===== src/sv/cspbp_pkg.sv =====
// Shared widths, function codes and defaults for the code/symbol pair bit packer.
`default_nettype none

package cspbp_pkg;

   localparam int CODE_W       = 16;
   localparam int CODE_WIDTH_W = 5;
   localparam int SYMBOL_W     = 8;
   localparam int BYTE_W       = 8;
   localparam int PEND_W       = 7;
   localparam int CNT_W        = 3;
   localparam int DEFAULT_MAX_CODE_WIDTH = 16;

   typedef enum logic {
      FUNC_PAIR  = 1'b0,
      FUNC_FLUSH = 1'b1
   } func_type;

endpackage

`default_nettype wire


===== src/sv/cspbp_if.sv =====
// Valid/ready channel interfaces for the pair input and the byte output.
`default_nettype none

interface cspbp_req_if;
   import cspbp_pkg::*;

   logic                    valid;
   logic                    ready;
   logic                    func;
   logic [CODE_W-1:0]       code;
   logic [CODE_WIDTH_W-1:0] code_width;
   logic [SYMBOL_W-1:0]     symbol;

   modport source (output valid, output func, output code, output code_width,
                   output symbol, input ready);
   modport sink   (input valid, input func, input code, input code_width,
                   input symbol, output ready);
endinterface

interface cspbp_rsp_if;
   import cspbp_pkg::*;

   logic              valid;
   logic              ready;
   logic [BYTE_W-1:0] out_byte;
   logic              last_of_run;

   modport source (output valid, output out_byte, output last_of_run, input ready);
   modport sink   (input valid, input out_byte, input last_of_run, output ready);
endinterface

`default_nettype wire


===== src/sv/code_symbol_pair_bit_packer_top.sv =====
// Top level of the code/symbol pair bit packer: LSB-first packing into bytes.
// Latency: an accepted item's first byte is offered on the cycle after acceptance.
// Throughput: one output byte per cycle from the byte register while the output is ready;
// a pair gives 1 to 3 bytes, a flush one byte if bits are pending, else none. The next item
// is taken while the last byte of the previous one is being taken.
// Reset (synchronous, active high) clears the pending bits and drops queued bytes.
`default_nettype none

module code_symbol_pair_bit_packer_top #(
   parameter int MAX_CODE_WIDTH = cspbp_pkg::DEFAULT_MAX_CODE_WIDTH
) (
   input  wire logic   clock,
   input  wire logic   reset,
   cspbp_req_if.sink   req_chan,
   cspbp_rsp_if.source rsp_chan
);
   import cspbp_pkg::*;

   localparam int CodeLimit = (MAX_CODE_WIDTH < CODE_W) ? MAX_CODE_WIDTH : CODE_W;
   localparam int AccW      = PEND_W + CODE_W + SYMBOL_W;
   localparam int WordW     = 3 * BYTE_W;

   logic [PEND_W-1:0]       pend_bits_ff, pend_bits_in;
   logic [CNT_W-1:0]        pend_cnt_ff, pend_cnt_in;
   logic [WordW-1:0]        word_ff, word_in;
   logic [1:0]              left_ff, left_in;

   logic                    req_fire, rsp_fire;
   logic [CODE_WIDTH_W-1:0] width_eff;
   logic [CODE_W:0]         mask_wide;
   logic [CODE_W-1:0]       code_masked;
   logic [CODE_WIDTH_W-1:0] sym_shift;
   logic [AccW-1:0]         acc;
   logic [CODE_WIDTH_W-1:0] total;
   logic [1:0]              nbytes;

   assign rsp_fire = rsp_chan.valid && rsp_chan.ready;
   // Ready while the byte register is empty or is handing over its final byte.
   assign req_chan.ready = (left_ff == 2'd0) || ((left_ff == 2'd1) && rsp_chan.ready);
   assign req_fire = req_chan.valid && req_chan.ready;

   assign rsp_chan.valid       = (left_ff != 2'd0);
   assign rsp_chan.out_byte    = word_ff[BYTE_W-1:0];
   assign rsp_chan.last_of_run = (left_ff == 2'd1);

   always_comb begin
      width_eff = (req_chan.code_width > CODE_WIDTH_W'(CodeLimit)) ?
                  CODE_WIDTH_W'(CodeLimit) : req_chan.code_width;
      mask_wide   = ((CODE_W+1)'(1) << width_eff) - (CODE_W+1)'(1);
      code_masked = req_chan.code & mask_wide[CODE_W-1:0];
      sym_shift   = CODE_WIDTH_W'(pend_cnt_ff) + width_eff;
      acc = AccW'(pend_bits_ff)
          | (AccW'(code_masked) << pend_cnt_ff)
          | (AccW'(req_chan.symbol) << sym_shift);
      total  = CODE_WIDTH_W'(pend_cnt_ff) + width_eff + CODE_WIDTH_W'(BYTE_W);
      nbytes = total[CODE_WIDTH_W-1:3];
   end

   always_comb begin
      pend_bits_in = pend_bits_ff;
      pend_cnt_in  = pend_cnt_ff;
      word_in      = word_ff;
      left_in      = left_ff;
      if (rsp_fire) begin
         word_in = word_ff >> BYTE_W;
         left_in = left_ff - 2'd1;
      end
      if (req_fire) begin
         if (req_chan.func == FUNC_FLUSH) begin
            if (pend_cnt_ff != '0) begin
               word_in = WordW'(pend_bits_ff);
               left_in = 2'd1;
            end
            pend_bits_in = '0;
            pend_cnt_in  = '0;
         end else begin
            // Bits past the count are zero, so the shifted remainder needs no mask.
            word_in      = acc[WordW-1:0];
            left_in      = nbytes;
            pend_bits_in = PEND_W'(acc >> {nbytes, 3'b000});
            pend_cnt_in  = total[CNT_W-1:0];
         end
      end
   end

   always_ff @(posedge clock) begin
      if (reset) begin
         pend_bits_ff <= '0;
         pend_cnt_ff  <= '0;
         left_ff      <= '0;
      end else begin
         pend_bits_ff <= pend_bits_in;
         pend_cnt_ff  <= pend_cnt_in;
         left_ff      <= left_in;
      end
   end

   always_ff @(posedge clock) begin
      word_ff <= word_in;
   end

   a_pend_clean: assert property (@(posedge clock) disable iff (reset)
      (pend_bits_ff >> pend_cnt_ff) == '0)
      else $error("pending bits set above the pending count");

   a_pair_gives_byte: assert property (@(posedge clock) disable iff (reset)
      req_fire && (req_chan.func == FUNC_PAIR) |=> (left_ff != 2'd0))
      else $error("pair produced no output byte");

   a_flush_clears: assert property (@(posedge clock) disable iff (reset)
      req_fire && (req_chan.func == FUNC_FLUSH) |=> (pend_cnt_ff == '0) && (left_ff <= 2'd1))
      else $error("flush left pending bits or extra bytes");

   a_drain_empty: assert property (@(posedge clock) disable iff (reset)
      rsp_fire && (left_ff == 2'd1) && !req_fire |=> (left_ff == 2'd0))
      else $error("byte register not empty after final beat");

endmodule

`default_nettype wire

===== src/flat_wrapper.sv =====
// flat-port wrapper written by rule: the top's interface ports become plain ports
module code_symbol_pair_bit_packer_top_flat import cspbp_pkg::*;
#(
   parameter int MAX_CODE_WIDTH = cspbp_pkg::DEFAULT_MAX_CODE_WIDTH
)
  (clock, reset, req_chan_valid, req_chan_func, req_chan_code, req_chan_code_width, req_chan_symbol, req_chan_ready, rsp_chan_valid, rsp_chan_out_byte, rsp_chan_last_of_run, rsp_chan_ready);
  cspbp_req_if req_chan_i ();
  cspbp_rsp_if rsp_chan_i ();
  input  wire logic clock;
  input  wire logic reset;
  input wire logic [$bits(req_chan_i.valid)-1:0] req_chan_valid;
  input wire logic [$bits(req_chan_i.func)-1:0] req_chan_func;
  input wire logic [$bits(req_chan_i.code)-1:0] req_chan_code;
  input wire logic [$bits(req_chan_i.code_width)-1:0] req_chan_code_width;
  input wire logic [$bits(req_chan_i.symbol)-1:0] req_chan_symbol;
  output wire logic [$bits(req_chan_i.ready)-1:0] req_chan_ready;
  output wire logic [$bits(rsp_chan_i.valid)-1:0] rsp_chan_valid;
  output wire logic [$bits(rsp_chan_i.out_byte)-1:0] rsp_chan_out_byte;
  output wire logic [$bits(rsp_chan_i.last_of_run)-1:0] rsp_chan_last_of_run;
  input wire logic [$bits(rsp_chan_i.ready)-1:0] rsp_chan_ready;
  assign req_chan_i.valid = req_chan_valid;
  assign req_chan_i.func = req_chan_func;
  assign req_chan_i.code = req_chan_code;
  assign req_chan_i.code_width = req_chan_code_width;
  assign req_chan_i.symbol = req_chan_symbol;
  assign req_chan_ready = req_chan_i.ready;
  assign rsp_chan_valid = rsp_chan_i.valid;
  assign rsp_chan_out_byte = rsp_chan_i.out_byte;
  assign rsp_chan_last_of_run = rsp_chan_i.last_of_run;
  assign rsp_chan_i.ready = rsp_chan_ready;
  code_symbol_pair_bit_packer_top #(.MAX_CODE_WIDTH(MAX_CODE_WIDTH)) u_core (.clock(clock), .reset(reset), .req_chan(req_chan_i), .rsp_chan(rsp_chan_i));
endmodule

===== config.mk =====
export PLATFORM = sky130hd
export DESIGN_NAME = code_symbol_pair_bit_packer_top_flat
export DESIGN_NICKNAME = d
export VERILOG_FILES = /design/src/sv/cspbp_pkg.sv /design/src/sv/cspbp_if.sv /design/src/sv/code_symbol_pair_bit_packer_top.sv /design/src/flat_wrapper.sv
export SDC_FILE = /design/constraint.sdc
export NUM_CORES = 1
export LEC_CHECK = 0
export ABC_CLOCK_PERIOD_IN_PS = 6900
export CORE_MARGIN = 4
export CORE_UTILIZATION = 40
export CTS_CLUSTER_DIAMETER = 80
export CTS_CLUSTER_SIZE = 24
export DETAILED_ROUTE_END_ITERATION = 12
export DONT_BUFFER_PORTS = 1
export PLACE_DENSITY_LB_ADDON = 0.15
export SLEW_MARGIN = 20
export SYNTH_ARGS = -nofsm -noshare
export SYNTH_HDL_FRONTEND = slang
export SYNTH_SLANG_ARGS = --single-unit

===== constraint.sdc =====
create_clock -name clock -period 6.9 [get_ports clock]
set_clock_uncertainty 0.15 [all_clocks]
set_input_delay 0.345 -clock clock [delete_from_list [all_inputs] [get_ports clock]]
set_output_delay 0.345 -clock clock [all_outputs]
set_load 0.02 [all_outputs]

==> results.toml, run 1 <==
[die]
core_mm2 = 0.009371
die_h_um = 106.6
die_w_um = 106.6
io_pins = 45
start_util_pct = 41.50
die_area_mm2 = 0.01136
placementRows = 35

[global_route]
grt_pass1_vias = 3796
track_usage_pct = 22.52
grt-ovfl-total = 0
antenna_found_initial = 0
grt_pass1_wl_mm = 20.76
grt_max_degree = 50

[logic_synthesis]
synth_area_leaders = "dfxtp_1 (19%), nand2_1 (8.1%), a21oi_1 (5.7%), mux2i_1 (5.4%), mux4_2 (4.6%)"
synth_edf_count = 0
syn-instance-count = 544
synth_area_mm2 = 0.003889
synth.top_cell.area_share_pct = 18.53
yosysTopAreaCell = "dfxtp_1"
synth_seq_area_share_pct = 18.53
yosys_warnings = 0
synth-seq-cells = 36
ys_types = 75
ys_top_cells_by_count = "nand2_1 (84), nor2_1 (47), a21oi_1 (44)"
async_flop_share_pct = 0
yosysMostFrequentCell = "nand2_1"
ys.flop_type = "dfxtp_1"
postSynthAreaPerCell_um2 = 7.148
synth_nets = 583

[status]
outcome = "finished with violations"
violations = "negative hold slack"

[timing]
finalCriticalPeriod_ps = 3675
fmax_mhz = 272.1
hold_viol = 1
drv_slew = 0
setup_viol = 0
rsz0062_at_grt = "no"
finalSetupTns_ps = 0
relSlewSlack_pct = 29.90
setup_slack_ps = 3225
whs_ps = -0.3267
worst_pin_slew_ps = 1048
fin_crit_sh_pct = 53.27

[clocking]
cts_made_buffers = 5
clock_tree.buffer_depth = 2
clkSinkCount = 36
clk_pin_slew_worst_paths_ps = 80
insertion_delay_ps = 300
cts_root_buffer = "clkbuf_8"
cts_setup_buffers = 0
ctsResizeCount = 0
cts_tree = "done"
htreeDepth = 2

[power_and_ir_drop]
ir_worst_vdd_mv = 0.09017
cellPowerDensity_mw_per_mm2 = 239.5
finalPower_uw = 950.2
p_leak_nw = 1.401

[worst_setup_path]
critPathCaptureType = "flip-flop"
worstSetupPathType = "flip-flop to flip-flop"
reg2reg_depth = 8
critPathBufInv = 2
timing.rr.start = "u_core.pend_cnt_ff[0]"
r2r_setup_slack_ps = 3220
required_ps = 6930
startpoint_type = "flip-flop"
max_stage_delay_ps = 720
cp_num_cells = 8
r2r_end = "u_core.pend_bits_ff[2]"
cp.arrival_ps = 3700
crit_chain = "buf_4 -> inv_1 -> xnor2_2 -> mux4_2 -> a21oi_2 -> nand2_1 -> a2111oi_0 -> nor3_1"
critPathMaxFanout = 49
path_delay_family = "buffers and inverters"
cp_slowest_cell = "xnor2_2"

[final_layout]
synthToLayoutAreaGrowth_pct = 2.027
final_cells = 638
finish.net_count = 547
utilization_pct = 42.34
drive_above_1_share_pct = 9.037
antenna_cells = 0

[placed_design]
pre_cts_ws_ps = 3090
place_congestion = 0.9797
hpwl_mm = 9.827
port_buffers = 0
dp_cells = 629

[drt]
route.detailed.drc = 0
first_pass_iters = 5
drt_iter0_drc = 449
wl_per_cell_um = 20.51
ant_nets = 0
vias = 4132
routed_via_density = 6.476
wl_mm = 13.08

[worst_hold_path]
holdPathStages = 1
worstHoldStart = "req_chan_func"
hold_path.class = "input port to flip-flop"
whs_endpoint = "u_core.word_ff[1]"

[run]
max_cap_violations = 0
## metal layers
| layer | share of wire [%] | vias up | GRT usage [%] | wire length (µm) |
|---|---|---|---|---|
| met5 | 0 | - | 0 | 0 |
| met4 | 1.9 | 0 | 4.475 | 247 |
| met3 | 8.1 | 25 | 3.432 | 1054 |
| met2 | 44 | 202 | 34.53 | 5710 |
| met1 | 46 | 1943 | 33.47 | 6070 |
| li1 | - | 1962 | - | - |
## stage by stage
stage | area, µm² | hold WS [ps]
6_report | 3968 | -0.3267
3_5_place_dp | 3846 | 270.6
3_3_place_gp | 3846 | 268.9
5_1_grt | 3968 | 4.397
4_1_cts | 3968 | 9.228
2_1_floorplan | 3889 | 265.3
## registers in the layout (all words and copies together) (netlist names)
signal / cells
u_core.pend_bits_ff: 7
u_core.left_ff: 2
u_core.word_ff: 24
u_core.pend_cnt_ff: 3
## what timing repair did
item / in CTS / in global routing
hold buffers: 1 / 0
hold endpoints to repair: 5 / 0
endpoints found under the setup margin: 0 / 0
## where the power goes
part | switching, mW | internal, mW | leakage (nW) | total [mW]
logic | 0.259 | 0.161 | 1.05 | 0.420
registers | 0.0656 | 0.272 | 0.297 | 0.338
clock network | 0.0852 | 0.107 | 0.0541 | 0.192
## area by class of cell
class / instances / area (µm²)
fill: 1025 / 5404
multi-input combinational: 446 / 2870
sequential: 36 / 720.7
tap: 129 / 161.4
clock buffer: 5 / 68.82
timing repair buffer: 8 / 62.56
clock inverter: 3 / 42.54
inverter: 11 / 41.29
## worst max path at each step
stage                            from                      to  slack [ps]
6_report        u_core.pend_cnt_ff[0]  u_core.pend_bits_ff[2]        3220
5_1_grt         u_core.pend_cnt_ff[0]       u_core.word_ff[8]        2940
4_1_cts         u_core.pend_cnt_ff[0]       u_core.word_ff[5]        3240
3_5_place_dp   req_chan_code_width[2]  u_core.pend_bits_ff[4]        3090
3_3_place_gp   req_chan_code_width[2]  u_core.pend_bits_ff[4]        3170
2_1_floorplan  req_chan_code_width[2]  u_core.pend_bits_ff[6]        3400
## cells by family (layout without fill, tap and decap cells)
| group | after synthesis | in the layout | synth area share (%) |
|---|---|---|---|
| AOI/OAI and AO/OA | 186 | 186 | 32.47 |
| buffers and inverters | 62 | 27 | 7.658 |
| xor gates and xnor gates | 4 | 4 | 1.094 |
| and+or+nand+nor | 218 | 218 | 27.45 |
| muxes | 33 | 33 | 11.20 |
| DFF | 36 | 36 | 18.53 |
| adders and majority gates | 5 | 5 | 1.609 |
## layout by cell type, fill, tap and decap left out, types with 4 or more instances in the layout
| cell type | n |
|---|---|
| a31oi_1 | 14 |
| a2111oi_0 | 4 |
| a22oi_1 | 6 |
| o21a_1 | 4 |
| o21ai_0 | 33 |
| o22ai_1 | 12 |
| o31ai_1 | 6 |
| nand2_1 | 84 |
| mux4_2 | 8 |
| a22o_1 | 4 |
| clkbuf_8 | 5 |
| nand3_1 | 19 |
| nand4_1 | 5 |
| nor3_1 | 7 |
| nor2b_1 | 5 |
| mux2i_1 | 21 |
| nand2b_1 | 8 |
| a21oi_1 | 44 |
| ha_1 | 5 |
| buf_4 | 7 |
| o211ai_1 | 5 |
| a211oi_1 | 5 |
| mux2_2 | 4 |
| o221ai_1 | 4 |
| and2_1 | 6 |
| inv_1 | 11 |
| dfxtp_1 | 36 |
| nor2_1 | 47 |
| o21ai_1 | 4 |
| nor3b_1 | 5 |
| nand3b_1 | 4 |
| or3_1 | 6 |
(Power assumes the default switching activity.)
==> run 2, diff against run 1 <==
--- a/config.mk
+++ b/config.mk
@@ -5,7 +5,8 @@
 export SDC_FILE = /design/constraint.sdc
 export NUM_CORES = 1
 export LEC_CHECK = 0
-export ABC_CLOCK_PERIOD_IN_PS = 6900
+export ABC_AREA = 1
+export ABC_CLOCK_PERIOD_IN_PS = 3300
 export CORE_MARGIN = 4
 export CORE_UTILIZATION = 40
 export CTS_CLUSTER_DIAMETER = 80
==> constraint.sdc (replaced) <==
create_clock -name clock -period 3.3 [get_ports clock]
set_clock_uncertainty 0.15 [all_clocks]
set_input_delay 0.165 -clock clock [delete_from_list [all_inputs] [get_ports clock]]
set_output_delay 0.165 -clock clock [all_outputs]
set_load 0.02 [all_outputs]
==> results.toml, run 2 <==
[worst_hold_path]
hold_path.class = "input port to flip-flop"

[worst_setup_path]
critPathCaptureType = "flip-flop"
crit_chain = "nand3_4 -> nand2_1 -> inv_1 -> ha_1 -> inv_1 -> nand2_1 -> nand2_2 -> nand3_1 -> nand2_2 -> inv_2 -> nor2_4 -> nand4_1 -> nand2_1 -> inv_1 -> nand2_1 -> a21oi_1 -> o21ai_0"
max_stage_delay_ps = 460
cp.arrival_ps = 2840
cp_slowest_cell = "dfxtp_1"
worstSetupPathType = "flip-flop to flip-flop"
critPathMaxFanout = 18
startpoint_type = "flip-flop"
required_ps = 3370
crit_top_cell = "nand2_1"

[global_route]
track_usage_pct = 22.80
grt_max_degree = 33
grt_pass1_vias = 4089
met2_usage_pct = 36.28
grt-ovfl-total = 0
antenna_found_initial = 0
grt_busiest_layer = "met2"
grt.met1_usage_pct = 31.15
grt_use_met3_pct = 4.537
grt_pass1_wl_mm = 20.98

[logic_synthesis]
synth_area_leaders = "dfxtp_1 (18%), nand3_1 (16%), nand2_1 (14%), inv_1 (7.2%), a21oi_1 (5.0%)"
yosysMostFrequentCell = "nand2_1"
yosys_warnings = 0
postSynthAreaPerCell_um2 = 5.880
synth-seq-cells = 36
synth_nets = 722
synth.top_cell.area_share_pct = 17.94
ys.flop_type = "dfxtp_1"
synth_seq_area_share_pct = 17.94
async_flop_share_pct = 0
ys_top_cells_by_count = "nand2_1 (151), nand3_1 (126), inv_1 (77)"
ys_types = 47
synth_area_mm2 = 0.004016
syn-instance-count = 683
synth_edf_count = 0
yosysTopAreaCell = "dfxtp_1"

[die]
die_h_um = 108.2
io_pins = 45
core_mm2 = 0.009774
start_util_pct = 41.09
die_w_um = 108.2
die_area_mm2 = 0.01171
placementRows = 36

[timing]
fmax_mhz = 360.3
drv_slew = 0
setup_viol = 0
worst_pin_slew_ps = 741.3
whs_ps = 18.54
setup_slack_ps = 524.9
finalCriticalPeriod_ps = 2775
hold_viol = 0
finalSetupTns_ps = 0
rsz0062_at_grt = "no"
relSlewSlack_pct = 50.42
fin_crit_sh_pct = 84.09

[drt]
vias = 4431
routed_via_density = 5.553
wl_mm = 13.03
drt_iter0_drc = 282
ant_nets = 0
wl_per_cell_um = 16.33
route.detailed.drc = 0
first_pass_iters = 5

[final_layout]
most-common-layout-cells = "nand2_1 (151), nand3_1 (126), inv_1 (77), nor2_1 (49), a21oi_1 (40)"
antenna_cells = 0
layout_commonest_cell = "nand2_1"
synthToLayoutAreaGrowth_pct = 3.676
utilization_pct = 42.60
reg_top3 = "u_core.word_ff x24, u_core.pend_bits_ff x7, u_core.pend_cnt_ff x3"
drive_above_1_share_pct = 10.83
largest_register = "u_core.word_ff"
largest_reg_flops = 24
finish.net_count = 703

[run]
max_cap_violations = 0

[clocking]
cts_made_buffers = 5
clk_pin_slew_worst_paths_ps = 90
insertion_delay_ps = 300
cts_root_buffer = "clkbuf_8"
cts_tree = "done"
htreeDepth = 2
clock_tree.buffer_depth = 2
clkSinkCount = 36
ctsResizeCount = 0

[power_and_ir_drop]
ir_worst_vdd_mv = 0.2732
p_leak_nw = 1.995
cellPowerDensity_mw_per_mm2 = 484.1
p_seq_share_pct = 34.6
sw_frac_of_total_pct = 45.51
p_int_mw = 1.098
p_sw_uw = 917.3
pwr-share-comb_pct = 45.3
power_frac_clock_pct = 20.1
finalPower_mw = 2.016

[placed_design]
pre_cts_ws_ps = 581.1
port_buffers = 0
place_congestion = 0.9447
hpwl_mm = 10.49

[status]
outcome = "finished clean"
[run 2: worst paths after layout]
kind,from,slack [ps],depth (start not counted),to
setup reg to reg,u_core.pend_cnt_ff[1],520,17,u_core.word_ff[12]
hold reg to reg,u_core.word_ff[20],310,1,u_core.word_ff[20]
setup / recovery,u_core.pend_cnt_ff[1],520,17,u_core.word_ff[12]
hold / removal,rsp_chan_ready,20,2,u_core.word_ff[9]
[run 2: power by group through the flow]
stage          sequential, mW  combinational (mW)  clock (mW)
2_1_floorplan           0.625               0.844           0
3_3_place_gp            0.709               0.893           0
3_5_place_dp            0.711               0.896           0
4_1_cts                 0.701               0.905       0.409
5_1_grt                 0.718                1.04       0.426
6_report                0.698               0.912       0.406
[run 2: through the flow]
step           instances  instance area, µm²
2_1_floorplan        683                4016
3_3_place_gp         788                4033
3_5_place_dp         788                4033
4_1_cts              798                4164
5_1_grt              798                4164
6_report             798                4164
[run 2: cell type report]
cell class	count	area, µm²
Clock buffer	5	68.82
Clock inverter	3	42.54
Fill cell	1115	5610
Inverter	86	327.8
Multi-Input combinational cell	522	2735
Sequential cell	36	720.7
Tap cell	133	166.4
Timing Repair Buffer	13	102.6
[run 2: cells by family (layout without fill, tap and decap cells)]
group	count (synthesis)	in the layout	share of synthesized area, %
multiplexers	3	3	0.7477
flip-flops	36	36	17.94
AO/OA/AOI/OAI	120	120	17.57
adder cells (fa/ha/maj)	5	5	1.558
XOR/XNOR	1	1	0.2181
AND/OR/NAND/NOR	393	393	48.01
buffers and inverters	125	107	13.96
[run 2: critical path: cells and delay by family, from the launching register on]
family                     cells  cell delay, ps
AOI/OAI and AO/OA              2             220
adders and majority gates      1             180
buffers and inverters          4             290
DFF                            1             460
and+or+nand+nor               10            1380
[run 2: per-layer routing]
layer	wire (µm)	part of all wire, %
met1	6066	47
met2	5890	45
met3	737	5.7
met4	334	2.6
met5	0	0
[run 2: repair_timing]
action                    CTS  global route
hold endpoints to repair   13             0
hold buffers                2             0
buffers inserted            0             0
